$ cat src/hdl/gauss_seidel_solver_unit_macros.svh
// Assertion helpers shared by the solver RTL.
// Each macro expects clk_i and rst_ni in scope.
`ifndef GAUSS_SEIDEL_SOLVER_UNIT_MACROS_SVH
`define GAUSS_SEIDEL_SOLVER_UNIT_MACROS_SVH

// Same-cycle implication.
`define GSS_ASSERT_IMP(lbl, pre, post) \
  lbl: assert property (@(posedge clk_i) disable iff (!rst_ni) (pre) |-> (post)) \
    else $error("gss: same-cycle check failed");

// Next-cycle implication.
`define GSS_ASSERT_NXT(lbl, pre, post) \
  lbl: assert property (@(posedge clk_i) disable iff (!rst_ni) (pre) |=> (post)) \
    else $error("gss: next-cycle check failed");

`endif

$ cat src/hdl/gss_ram.sv
module gss_ram #(
  parameter int WIDTH = 32,
  parameter int DEPTH = 64
) (
  input  logic                     clk_i,
  input  logic                     we_i,
  input  logic [$clog2(DEPTH)-1:0] waddr_i,
  input  logic [WIDTH-1:0]         wdata_i,
  input  logic [$clog2(DEPTH)-1:0] raddr_i,
  output logic [WIDTH-1:0]         rdata_o
);

  logic [WIDTH-1:0] mem_q [DEPTH];
  logic [WIDTH-1:0] rdata_q;

  always_ff @(posedge clk_i) begin
    if (we_i) begin
      mem_q[waddr_i] <= wdata_i;
    end
    rdata_q <= mem_q[raddr_i];
  end

  assign rdata_o = rdata_q;

endmodule

$ cat config.mk
export PLATFORM = sky130hd
export DESIGN_NAME = gss_ram
export DESIGN_NICKNAME = d
export VERILOG_FILES = /design/src/hdl/gauss_seidel_solver_unit_macros.svh /design/src/hdl/gss_ram.sv
export SDC_FILE = /design/constraint.sdc
export NUM_CORES = 2
export LEC_CHECK = 0
export BUFFER_PORTS_ARGS = -buffer_cell sky130_fd_sc_hd__buf_2
export CAP_MARGIN = 20
export CORE_MARGIN = 4
export CORE_UTILIZATION = 30
export CTS_CLUSTER_DIAMETER = 30
export DETAILED_ROUTE_END_ITERATION = 12
export PLACE_DENSITY_LB_ADDON = 0.12
export SYNTH_ARGS = -nofsm -noshare
export SYNTH_HDL_FRONTEND = slang
export SYNTH_SLANG_ARGS = --single-unit
export TNS_END_PERCENT = 20
$ cat constraint.sdc
create_clock -name clk_i -period 10 [get_ports clk_i]
set_clock_uncertainty 0.2 [all_clocks]
set_input_delay 1.5 -clock clk_i [delete_from_list [all_inputs] [get_ports clk_i]]
set_output_delay 1.5 -clock clk_i [all_outputs]
set_load 0.05 [all_outputs]
==> reports/results.tsv <==
stage	metric	value	unit
hold_path	hold_path_depth	4	
worst_setup_path	critPathLaunchType	input pin	
timing	slew_violations	0	
grt	first_global_vias	40960	
synth	synth_edf_count	2048	
run	cap_violations	0	
clock_network	cts_buffers	492	
synth	seq_area_frac_synth	0.7914	
run_status	status	finished clean	
timing	rsz0062_at_grt	false	
synth	synth_async_sr_flop_share	0	
die	initial_core_util	0.3020	
routing	wirelength	241.9	mm
final_layout	areaGrowthSynthToFinish	28.74	%
timing	timing_hold_violations_final	0	
timing	fin_setup_tns	0	ps
grt	grt_max_degree	122	
timing	setup_viol	0	
power_and_ir_drop	vdd_drop_max	0.1489	mV
synth	syn_avg_cell_area	23.62	µm²
synth	syn_inst	3324	
synth	synth_ff_type	edfxtp_1	
clock_network	h-tree-depth	5	
final_layout	drive_gt1_frac	0.3791	
grt	grt_antenna_before_repair	20	
final_layout	seqCellArea	62140	µm²
die	ios	78	
routing	drc	0	
worst_setup_path	crit_arrival	5040	ps
final_layout	finish.instance_area	101100	µm²
worst_setup_path	crit_path_end_kind	flop	
synth	synthMuxAreaShare	0.1679	
grt	grt_pass1_wl	333.7	mm
routing	vias	38225	
hold_path	worstHoldPathType	reg2reg	
clock_network	post_cts_buffers	0	
die	die_y	519.6	µm
timing	setup_slack	5537	ps
routing	postRouteAntennaNets	0	
synth	synth_top_family_by_area	multiplexers	
timing	worst_pin_slew	1157	ps
final_layout	final_cell_mix	edfxtp_1, mux4_2, clkbuf_16, buf_4, clkinv_2	
synth	ys_ff_latch	2080	
placed_design	place_congestion	0.7155	
timing	max_slew_margin	0.2271	
final_layout	multiInputGateArea	15970	µm²
grt	grt-ovfl-total	0	
synth	synth_compound_area_frac	0.01673	
routing	post_drt_wl_per_cell	31.16	µm
clock_network	clk_latency	980	ps
synth	yosysWarningCount	0	
power_and_ir_drop	p_leak	0.03263	µW
routing	dr.pass1.iters	7	
die	die_area	270000	µm²
final_layout	fin_util	0.3888	
synth	synth_xor_area_frac	0	
placed_design	dpl.hpwl	122.5	mm
routing	routed_via_density	4.923	
worst_setup_path	path_max_fanout	68	
routing	drtIter0Drc	3204	
worst_setup_path	crit_required	10580	ps
synth	syn-num-nets	3370	
timing	period_share	0.4463	
grt	grt.total_usage	0.1774	
synth	synth-simple-area-share	0.01265	
die	core	259900	µm²
synth	synthAdderAreaFrac	0	
placed_design	io_buffers	77	
final_layout	fin_nets	3896	
clock_network	clk_pin_slew_worst_paths	50	ps
clock_network	cts_hold_buf	0	
synth	yosysUniqueCellTypes	34	
clock_network	cts_root_buffer	clkbuf_16	
clock_network	cts.sinks	2080	
clock_network	cts_tree	yes	
power_and_ir_drop	p_per_area	265.5	nW/µm²
final_layout	final.fill_count	23196	
placed_design	place_ws	4400	ps
die	die_x	519.6	µm
worst_setup_path	crit_type	in2reg	
clock_network	cts_buffer_depth	4	
clock_network	post_cts_resized	0	
die	num_rows	187	
timing	fmax	224.1	MHz
final_layout	final_common_cell	edfxtp_1	
synth	syn_area	78520	µm²
placed_design	dpl_cell_area	84000	µm²
timing	min_period	4463	ps
worst_setup_path	reg2reg_depth	4	
-- sequential cells by signal (all words and copies together) (netlist names) --
name	cells
rdata_o	32
mem_q	2048
-- routing by layer --
layer	track usage	vias to the layer above	routed length [µm]
met5	0	-	13
met4	0.06020	2	7142
met3	0.03391	420	12340
met2	0.2906	1221	117800
met1	0.2378	20994	104600
li1	-	15588	-
-- worst max-delay path: stages --
cell	delay, ps
buf_8	540
buf_4	660
nand2_1	880
o22ai_1	410
nor2_1	110
a21oi_1	730
nor2_1	140
-- Yosys cell counts (all sizes together), types with 7 or more instances --
| library cell | n | area share |
|---|---|---|
| o22ai | 84 | 0.0067 |
| mux4 | 544 | 0.16 |
| a22oi | 12 | 0.0011 |
| mux2i | 93 | 0.012 |
| nor2b | 15 | 0.0012 |
| nor3 | 7 | 0.00045 |
| a21oi | 62 | 0.0040 |
| nand2b | 8 | 0.00064 |
| edfxtp | 2048 | 0.78 |
| clkbuf | 74 | 0.0035 |
| nand2 | 26 | 0.0012 |
| dfxtp | 32 | 0.0082 |
| a311oi | 8 | 0.00089 |
| nor2 | 137 | 0.0065 |
| buf | 108 | 0.0077 |
| o221ai | 27 | 0.0030 |
-- area by class of cell --
class	count	area share
multi-input combinational	1062	0.1580
clock buffer	571	0.1273
clock inverter	333	0.04026
sequential	2080	0.6148
antenna	9	0.0002228
tap	3496	0.04328
timing repair buffer	214	0.01619
-- worst paths after layout --
kind / startpoint / end / slack, ps
max reg2reg: mem_q[15][21]$_DFFE_PP_ / rdata_o[21]$_DFF_P_ / 7430
min reg2reg: mem_q[12][4]$_DFFE_PP_ / rdata_o[4]$_DFF_P_ / 590
max: raddr_i[1] / rdata_o[11]$_DFF_P_ / 5540
min: mem_q[12][4]$_DFFE_PP_ / rdata_o[4]$_DFF_P_ / 590
-- cell families (layout without fill, tap and decap cells) --
group / count (synthesis) / count (layout)
AO/OA/AOI/OAI: 202 / 202
other: 0 / 9
AND/OR/NAND/NOR: 223 / 223
multiplexers: 637 / 637
buffers and inverters: 182 / 1118
flip-flops: 2080 / 2080
-- power by group --
part | switching, µW | internal (µW) | total (µW)
Combinational | 635 | 324 | 959
Sequential | 50.1 | 9690 | 9740
Clock | 4850 | 11300 | 16100
Total | 5530 | 21300 | 26800
-- stage by stage --
stage | hold slack, ps | total power, µW | std cells
6_report | 585.7 | 26830 | 7765
5_1_grt | 598.7 | 27690 | 7760
4_1_cts | 586.8 | 27140 | 7750
3_5_place_dp | 572.8 | 10880 | 6846
3_3_place_gp | 526.7 | 10880 | 6844
2_1_floorplan | 463.2 | 10390 | 3324
Power figures use the tool's default switching activity.
